$ cat src/itc_pkg.sv
`timescale 1ns / 1ps
// itc_pkg: shared constants and types for the interval task scheduler
// no dependencies; used by itc_cell and interval_task_scheduler
package itc_pkg;

    localparam int TASKS  = 10;
    localparam int CNT_W  = $clog2(TASKS + 1);
    localparam int STEP_W = (TASKS > 1) ? $clog2(TASKS) : 1;

    localparam logic [1:0] KIND_TICK = 2'd0;
    localparam logic [1:0] KIND_ADD  = 2'd1;
    localparam logic [1:0] KIND_RUN  = 2'd2;

    typedef struct packed {
        logic [7:0]  id;
        logic [31:0] interval;
        logic [31:0] stamp;
    } entry_t;

    typedef struct packed {
        logic shift;
        logic write;
    } cell_ctrl_t;

endpackage

$ cat src/itc_cell.sv
`timescale 1ns / 1ps
// itc_cell: one table entry of the scheduler chain
// depends on itc_pkg (entry_t, cell_ctrl_t)
module itc_cell
(
    input  logic                clk,
    input  itc_pkg::cell_ctrl_t ctrl,
    input  itc_pkg::entry_t     shift_in,
    input  itc_pkg::entry_t     wr_data,
    output itc_pkg::entry_t     q
);

    itc_pkg::entry_t entry_reg;

    always_ff @(posedge clk)
    begin
        if (ctrl.shift)
        begin
            entry_reg <= shift_in;
        end
        else if (ctrl.write)
        begin
            entry_reg <= wr_data;
        end
    end

    assign q = entry_reg;

endmodule

$ cat src/interval_task_scheduler.sv
`timescale 1ns / 1ps
// interval_task_scheduler: tick counter plus a rotating chain of task cells
// depends on itc_pkg and itc_cell
//
// Usage: an item is taken at a clock edge with start high and busy low.
// kind selects tick, add or run; task_id and interval matter for add only.
// Each result beat appears for one cycle with result_valid high; the
// receiver cannot stall, so every beat must be taken when shown.
// Tick: no result, busy stays low.
// Add: its single beat (last = 1) shows in the next cycle,
// busy stays low, so another item may follow at once.
// Run: busy from the accept edge until the pass closes. The cell chain
// rotates once all the way round, one entry through the due check at the
// head per cycle, and a flush state then closes the pass. Fired beats
// trail the check by one entry; the final beat carries last = 1, or is an
// empty filler if nothing fired.
// Reset clears the tick counter, the entry count and all control state;
// the cells hold no valid bits and are only read below the entry count.
module interval_task_scheduler
(
    input  logic        clk,
    input  logic        rst_n,
    input  logic        start,
    output logic        busy,
    input  logic [1:0]  kind,
    input  logic [7:0]  task_id,
    input  logic [31:0] interval,
    output logic        result_valid,
    output logic        fired,
    output logic [7:0]  fired_id,
    output logic        accepted,
    output logic        last
);

    localparam logic [1:0] S_IDLE  = 2'd0;
    localparam logic [1:0] S_RUN   = 2'd1;
    localparam logic [1:0] S_FLUSH = 2'd2;

    logic [1:0]                  state_reg, state_next;
    logic [31:0]                 tick_reg, tick_next;
    logic [itc_pkg::CNT_W-1:0]   count_reg, count_next;
    logic [itc_pkg::STEP_W-1:0]  step_reg, step_next;
    logic                        pend_valid_reg, pend_valid_next;
    logic [7:0]                  pend_id_reg, pend_id_next;
    logic                        out_valid_reg, out_valid_next;
    logic                        fired_reg, fired_next;
    logic [7:0]                  fired_id_reg, fired_id_next;
    logic                        accepted_reg, accepted_next;
    logic                        last_reg, last_next;

    logic                        shift_all;
    logic                        write_any;
    logic                        fire;
    logic                        due;
    itc_pkg::entry_t             wr_data;
    itc_pkg::entry_t             head;
    itc_pkg::entry_t             tail_in;
    itc_pkg::entry_t             cell_q [itc_pkg::TASKS];
    itc_pkg::cell_ctrl_t         cell_ctrl [itc_pkg::TASKS];

    // chain of cells, head at index 0, head re-enters at the tail, restamped if it fired
    genvar gi;
    generate
        for (gi = 0; gi < itc_pkg::TASKS; gi++)
        begin : g_cell
            assign cell_ctrl[gi].shift = shift_all;
            assign cell_ctrl[gi].write = write_any &&
                                         (count_reg == itc_pkg::CNT_W'(gi));
            if (gi == itc_pkg::TASKS - 1)
            begin : g_tail
                itc_cell u_cell
                (
                    .clk      (clk),
                    .ctrl     (cell_ctrl[gi]),
                    .shift_in (tail_in),
                    .wr_data  (wr_data),
                    .q        (cell_q[gi])
                );
            end
            else
            begin : g_body
                itc_cell u_cell
                (
                    .clk      (clk),
                    .ctrl     (cell_ctrl[gi]),
                    .shift_in (cell_q[gi + 1]),
                    .wr_data  (wr_data),
                    .q        (cell_q[gi])
                );
            end
        end
    endgenerate

    assign head = cell_q[0];
    assign due  = (tick_reg - head.stamp) >= head.interval;
    assign fire = (state_reg == S_RUN) && due &&
                  (itc_pkg::CNT_W'(step_reg) < count_reg);

    always_comb
    begin
        tail_in = head;
        if (fire)
        begin
            tail_in.stamp = tick_reg;
        end
    end

    assign wr_data.id       = task_id;
    assign wr_data.interval = interval;
    assign wr_data.stamp    = tick_reg;

    always_comb
    begin
        state_next      = state_reg;
        tick_next       = tick_reg;
        count_next      = count_reg;
        step_next       = step_reg;
        pend_valid_next = pend_valid_reg;
        pend_id_next    = pend_id_reg;
        out_valid_next  = 1'b0;
        fired_next      = 1'b0;
        fired_id_next   = 8'd0;
        accepted_next   = 1'b0;
        last_next       = 1'b0;
        shift_all       = 1'b0;
        write_any       = 1'b0;
        case (state_reg)
            S_IDLE:
            begin
                if (start)
                begin
                    case (kind)
                        itc_pkg::KIND_TICK:
                        begin
                            tick_next = tick_reg + 32'd1;
                        end
                        itc_pkg::KIND_ADD:
                        begin
                            out_valid_next = 1'b1;
                            last_next      = 1'b1;
                            if (count_reg < itc_pkg::CNT_W'(itc_pkg::TASKS))
                            begin
                                write_any     = 1'b1;
                                accepted_next = 1'b1;
                                count_next    = count_reg + itc_pkg::CNT_W'(1);
                            end
                        end
                        itc_pkg::KIND_RUN:
                        begin
                            state_next      = S_RUN;
                            step_next       = '0;
                            pend_valid_next = 1'b0;
                        end
                        default:
                        begin
                        end
                    endcase
                end
            end
            S_RUN:
            begin
                shift_all = 1'b1;
                if (fire)
                begin
                    if (pend_valid_reg)
                    begin
                        out_valid_next = 1'b1;
                        fired_next     = 1'b1;
                        fired_id_next  = pend_id_reg;
                    end
                    pend_valid_next = 1'b1;
                    pend_id_next    = head.id;
                end
                if (step_reg == itc_pkg::STEP_W'(itc_pkg::TASKS - 1))
                begin
                    state_next = S_FLUSH;
                end
                else
                begin
                    step_next = step_reg + itc_pkg::STEP_W'(1);
                end
            end
            S_FLUSH:
            begin
                out_valid_next = 1'b1;
                last_next      = 1'b1;
                fired_next     = pend_valid_reg;
                fired_id_next  = pend_valid_reg ? pend_id_reg : 8'd0;
                state_next     = S_IDLE;
            end
            default:
            begin
                state_next = S_IDLE;
            end
        endcase
    end

    always_ff @(posedge clk or negedge rst_n)
    begin
        if (!rst_n)
        begin
            state_reg      <= S_IDLE;
            tick_reg       <= 32'd0;
            count_reg      <= '0;
            step_reg       <= '0;
            pend_valid_reg <= 1'b0;
            out_valid_reg  <= 1'b0;
            fired_reg      <= 1'b0;
            fired_id_reg   <= 8'd0;
            accepted_reg   <= 1'b0;
            last_reg       <= 1'b0;
        end
        else
        begin
            state_reg      <= state_next;
            tick_reg       <= tick_next;
            count_reg      <= count_next;
            step_reg       <= step_next;
            pend_valid_reg <= pend_valid_next;
            out_valid_reg  <= out_valid_next;
            fired_reg      <= fired_next;
            fired_id_reg   <= fired_id_next;
            accepted_reg   <= accepted_next;
            last_reg       <= last_next;
        end
    end

    always_ff @(posedge clk)
    begin
        pend_id_reg <= pend_id_next;
    end

    assign busy         = (state_reg != S_IDLE);
    assign result_valid = out_valid_reg;
    assign fired        = fired_reg;
    assign fired_id     = fired_id_reg;
    assign accepted     = accepted_reg;
    assign last         = last_reg;

    // closing a pass always gives the final beat
    assert property (@(posedge clk) disable iff (!rst_n)
        (state_reg == S_FLUSH) |=> (result_valid && last))
        else $error("run pass ended without a last beat");

    // beats that are not last only come out of a run pass
    assert property (@(posedge clk) disable iff (!rst_n)
        (result_valid && !last) |-> (busy && fired))
        else $error("non-final beat outside a run pass");

    // an add gives exactly one beat in the next cycle
    assert property (@(posedge clk) disable iff (!rst_n)
        (start && !busy && (kind == itc_pkg::KIND_ADD))
        |=> (result_valid && last && !fired))
        else $error("add item without its beat");

    // entry count never passes the table size
    assert property (@(posedge clk) disable iff (!rst_n)
        count_reg <= itc_pkg::CNT_W'(itc_pkg::TASKS))
        else $error("entry count overflow");

endmodule
$ cat config.mk
export PLATFORM = sky130hd
export DESIGN_NAME = interval_task_scheduler
export DESIGN_NICKNAME = d
export VERILOG_FILES = /design/src/itc_pkg.sv /design/src/itc_cell.sv /design/src/interval_task_scheduler.sv
export SDC_FILE = /design/constraint.sdc
export NUM_CORES = 1
export LEC_CHECK = 0
export BUFFER_PORTS_ARGS = -buffer_cell sky130_fd_sc_hd__buf_4
export CAP_MARGIN = 20
export CORE_MARGIN = 3
export CORE_UTILIZATION = 40
export DETAILED_ROUTE_END_ITERATION = 8
export GPL_TIMING_DRIVEN = 0
export MAX_ROUTING_LAYER = met4
export PLACE_DENSITY = 0.56
export SYNTH_ARGS = -nofsm -noshare
export SYNTH_HDL_FRONTEND = slang
export SYNTH_SLANG_ARGS = --single-unit
export TNS_END_PERCENT = 100
$ cat constraint.sdc
create_clock -name clk -period 10.3 [get_ports clk]
set_clock_uncertainty 0.15 [all_clocks]
set_input_delay 0.515 -clock clk [delete_from_list [all_inputs] [get_ports clk]]
set_output_delay 0.515 -clock clk [all_outputs]
set_load 0.02 [all_outputs]
==> results.rst <==
.. list-table::
   :header-rows: 1

   * - Metric
     - Value
   * - Count of input and output buffers
     - 57
   * - Ranking of synthesized cells by area
     - sky130_fd_sc_hd__edfxtp_1, sky130_fd_sc_hd__nand2_1, sky130_fd_sc_hd__dfrtp_1, sky130_fd_sc_hd__ha_1, sky130_fd_sc_hd__xnor2_1
   * - Clock edge transition at the registers on the reported setup and hold paths
     - 0.06 ns
   * - Hold WC Path Type
     - input pin to register
   * - Detailed-route wire length
     - 77,100 um
   * - Period Utilization, post-route
     - 56.2%
   * - Clock power share
     - 21.4%
   * - Dominant combinational cell family by area after synthesis
     - simple AND/OR/NAND/NOR gates
   * - Detailed placement HPWL
     - 53,200 um
   * - Worst Path Class, Setup
     - register to register
   * - Beginning of the worst hold path
     - kind[1]
   * - Placed insts
     - 3,999
   * - Predominant post-synthesis flop cell
     - sky130_fd_sc_hd__edfxtp_1
   * - Net count after synthesis
     - 2,989
   * - Number of buffers on the longest clock path
     - 3
   * - Cell chain of the critical path
     - ha_1, a21oi_1, o21ai_0, a41oi_1, a41oi_1, a211oi_1, a21boi_2, o2111ai_2, a21oi_1, xnor2_1, ha_1, nand4_1, nor2_1, nand2_1, nor3_1, o41ai_2, and2_1, o31ai_4, buf_6, mux2_1
   * - Reported max-cap violation count
     - 0
   * - Highest-delay cell along the critical path
     - sky130_fd_sc_hd__o31ai_4
   * - Async set-or-reset flop fraction in the synthesized netlist
     - 7.02%
   * - Startpoint of the lowest-slack register-to-register path
     - tick_reg[14]
   * - Setup repair after global routing missed its margin
     - no
   * - Fraction of the mapped netlist area in adder cells
     - 2.98%
   * - Yosys synthesis warning count
     - 0
   * - Count of flip-flops with a built-in enable after synthesis
     - 728
   * - Setup violations, final
     - 0
   * - Starting Density
     - 40.7%
   * - Later-pin clock latency in the skew report
     - 0.63 ns
   * - Fraction of power consumed by combinational cells
     - 33.0%
   * - CP Capture Type
     - register
   * - Vertical die dimension
     - 293 um
   * - Wirelength per Cell
     - 18.5 um
   * - Die area
     - 0.0860 mm^2
   * - Core Area
     - 0.0811 mm^2
   * - Max reg flops
     - 648
   * - Fin nets
     - 3,150
   * - Biggest area consumer among synthesized cells
     - sky130_fd_sc_hd__edfxtp_1
   * - Top-level I/O count
     - 58
   * - Number of library cell types mapped by synthesis
     - 60
   * - Area fraction in and, or, nand and nor cells after synthesis
     - 18.5%
   * - Iteration count of the initial detailed-routing pass
     - 5
   * - Standard cell area after detailed placement
     - 0.0352 mm^2
   * - Number of cell rows
     - 104
   * - Seq cells post-synth
     - 783
   * - Shortest period the worst path allows
     - 5.79 ns
   * - Sequential area share after synthesis
     - 70.4%
   * - Largest fanout on the critical path
     - 10
   * - Max_slew headroom
     - 25.1%
   * - Fraction of layout instances using a drive strength above 1
     - 8.40%
   * - Run status
     - completed
   * - First-pass GRT wire length
     - 121,000 um
   * - Total power divided by cell area
     - 372 mW/mm^2
   * - Power dissipated by switching net loads
     - 5050 uW
   * - Mux share of post-synthesis cell area
     - 1.13%
   * - Slew at the pin closest to its max-slew limit
     - 1.12 ns
   * - Number of antenna violations at the first check in global routing
     - 0
   * - Number of post-CTS setup repair buffers
     - 0
   * - Via Count
     - 21,000
   * - Post-synth top area share
     - 66.2%
   * - Layout overhead on the synthesized area
     - 15.1%
   * - Most common cell in the synthesized netlist
     - sky130_fd_sc_hd__nand2_1
   * - Gpl congestion
     - 0.833
   * - Xor and xnor fraction of the mapped netlist area
     - 1.62%
   * - Width of the die
     - 293 um
   * - Arrival time of data at the critical path endpoint
     - 5.99 ns
   * - Max-slew violation total from the final report
     - 0
   * - Number of global-route vias before repair
     - 21,100
   * - Largest net degree at the start of global routing
     - 59
   * - Count of inserted antenna diode cells
     - 0
   * - CTS root buf
     - sky130_fd_sc_hd__clkbuf_16
   * - Final non-filler cell total
     - 4,157
   * - Kind of launch point of the worst setup path
     - register
   * - Flop pwr share
     - 45.7%
   * - DRC marker count from the first detailed-route iteration
     - 1,727
   * - TritonCTS clock tree
     - done
   * - Post-Place Worst Slack
     - 4.47 ns
   * - Number of remaining DRC errors
     - 0
   * - Cell internal power dissipation
     - 9090 uW
   * - Cells on worst reg2reg path
     - 20
   * - Post-route design area
     - 0.0380 mm^2
   * - Lkg Pwr
     - 0.0169 uW
   * - Total buffers and inverters traversed by the critical path
     - 1
   * - Number of cells on the worst hold path
     - 4
   * - Crit path max-delay family
     - compound AO/OA/AOI/OAI gates
   * - End of the worst register-to-register path
     - g_cell[9].g_tail.u_cell.q[11]
   * - Via density per instance
     - 5.05
   * - End point of the most critical hold path
     - state_reg[1]
   * - Register-to-register setup slack
     - 4.51 ns
   * - Critical Path Max Stage Delay
     - 0.62 ns
   * - Switch share
     - 35.7%
   * - Fin worst setup slack
     - 4.51 ns
   * - Syn Area/Cell
     - 11.5 um^2
   * - Number of nets with antenna violations after detailed routing
     - 0
   * - Cts bufs inserted
     - 84
   * - Congestion Overflow GR
     - 0
   * - Post-synthesis compound-gate area fraction
     - 3.22%
   * - Number of sinks driven by the clock tree
     - 783
   * - Peak ir drop on the vdd network
     - 0.220 mV
   * - Total global-route track usage
     - 18.6%
   * - Synthesized cell area
     - 0.0330 mm^2
   * - H-tree depth
     - 3
   * - Max Freq
     - 173 MHz
   * - Ranking of synthesized cells by instance count
     - sky130_fd_sc_hd__nand2_1, sky130_fd_sc_hd__edfxtp_1, sky130_fd_sc_hd__clkbuf_1, sky130_fd_sc_hd__ha_1, sky130_fd_sc_hd__inv_1
   * - Fin. Hold Viols
     - 0
   * - Worst endpoint required time
     - 10.50 ns
   * - Gate count of the mapped netlist
     - 2,866
[placed cells by master, fill, tap and decap left out, types with 22 or more instances in the layout]
cell type,instances
sky130_fd_sc_hd__nand2_1,1438
sky130_fd_sc_hd__edfxtp_1,728
sky130_fd_sc_hd__clkbuf_16,87
sky130_fd_sc_hd__dfrtp_1,55
sky130_fd_sc_hd__ha_1,77
sky130_fd_sc_hd__nor2_1,33
sky130_fd_sc_hd__o21ai_0,54
sky130_fd_sc_hd__buf_4,57
sky130_fd_sc_hd__mux2_2,26
sky130_fd_sc_hd__clkbuf_1,89
sky130_fd_sc_hd__a21oi_1,42
sky130_fd_sc_hd__nand3_1,22
sky130_fd_sc_hd__xnor2_1,48
sky130_fd_sc_hd__inv_1,77
[worst register-to-register path, delay by kind of cell (launching register included)]
family / cells / cell delay, ns
compound gates: 10 / 2.58
xor+xnor: 1 / 0.33
fa+ha+maj: 2 / 0.60
buf+inv: 1 / 0.25
flops: 1 / 0.44
mux: 1 / 0.37
simple gates: 5 / 0.80
[power by group through the flow]
stage	Sequential, uW	Clock, uW	Combinational [uW]
finish	6450	3020	4660
global route	6600	3210	5260
CTS	6460	3080	4740
detailed placement	6490	0	4710
global placement	6720	0	4350
floorplan	6450	0	2910
[what timing repair did]
item                      in CTS  in global routing
hold endpoints to repair      55                  0
hold buffers                   1                  0
gates resized for setup        0                  0
[per-layer routing]
layer | vias to the layer above | GRT usage [%] | wire, um
met1 | 10300 | 24.9 | 34700
met3 | 135 | 2.50 | 3780
met2 | 503 | 29.7 | 36500
met5 | - | - | 0
li1 | 10000 | - | -
met4 | 0 | 5.73 | 2130
[how the worst max path moves through the flow]
stage               cells after the start          from                       endpoint  slack, ns
floorplan                               9  state_reg[0]   g_cell[7].g_body.u_cell.q[0]       2.96
global placement                        9  state_reg[1]  g_cell[7].g_body.u_cell.q[20]      -1.15
detailed placement                     20  tick_reg[14]   g_cell[9].g_tail.u_cell.q[3]       4.47
CTS                                    20  tick_reg[14]  g_cell[9].g_tail.u_cell.q[11]       4.43
global route                           20  tick_reg[14]  g_cell[9].g_tail.u_cell.q[16]       4.10
finish                                 20  tick_reg[14]  g_cell[9].g_tail.u_cell.q[11]       4.51
[kinds of logic (layout without fill, tap and decap cells)]
| logic type | after synthesis | after routing |
|---|---|---|
| buf+inv | 177 | 408 |
| simple gates | 1570 | 1570 |
| xor+xnor | 61 | 61 |
| flops | 783 | 783 |
| compound gates | 164 | 164 |
| fa+ha+maj | 78 | 78 |
| mux | 33 | 33 |
[cell type report]
class / instances / area, um^2
multi-input combinational: 1906 / 9160
inverter: 78 / 293
timing repair buffer: 75 / 815
buffer: 99 / 408
sequential: 783 / 23200
fill: 7302 / 43100
clock inverter: 52 / 475
clock buffer: 104 / 2290
tap: 1060 / 1330
[through the flow]
| step | hold WS (ns) | total power, uW | TNS, ns | utilization [%] |
|---|---|---|---|---|
| floorplan | 0.0694 | 9360 | 0 | - |
| global placement | 0.290 | 11100 | -82.00 | 42.9 |
| detailed placement | 0.288 | 11200 | 0 | 43.4 |
| CTS | 0.130 | 14300 | 0 | 46.9 |
| global route | 0.182 | 15100 | 0 | 46.9 |
| finish | 0.159 | 14100 | 0 | 46.9 |
Note: power is estimated with default switching activity, not from simulation.
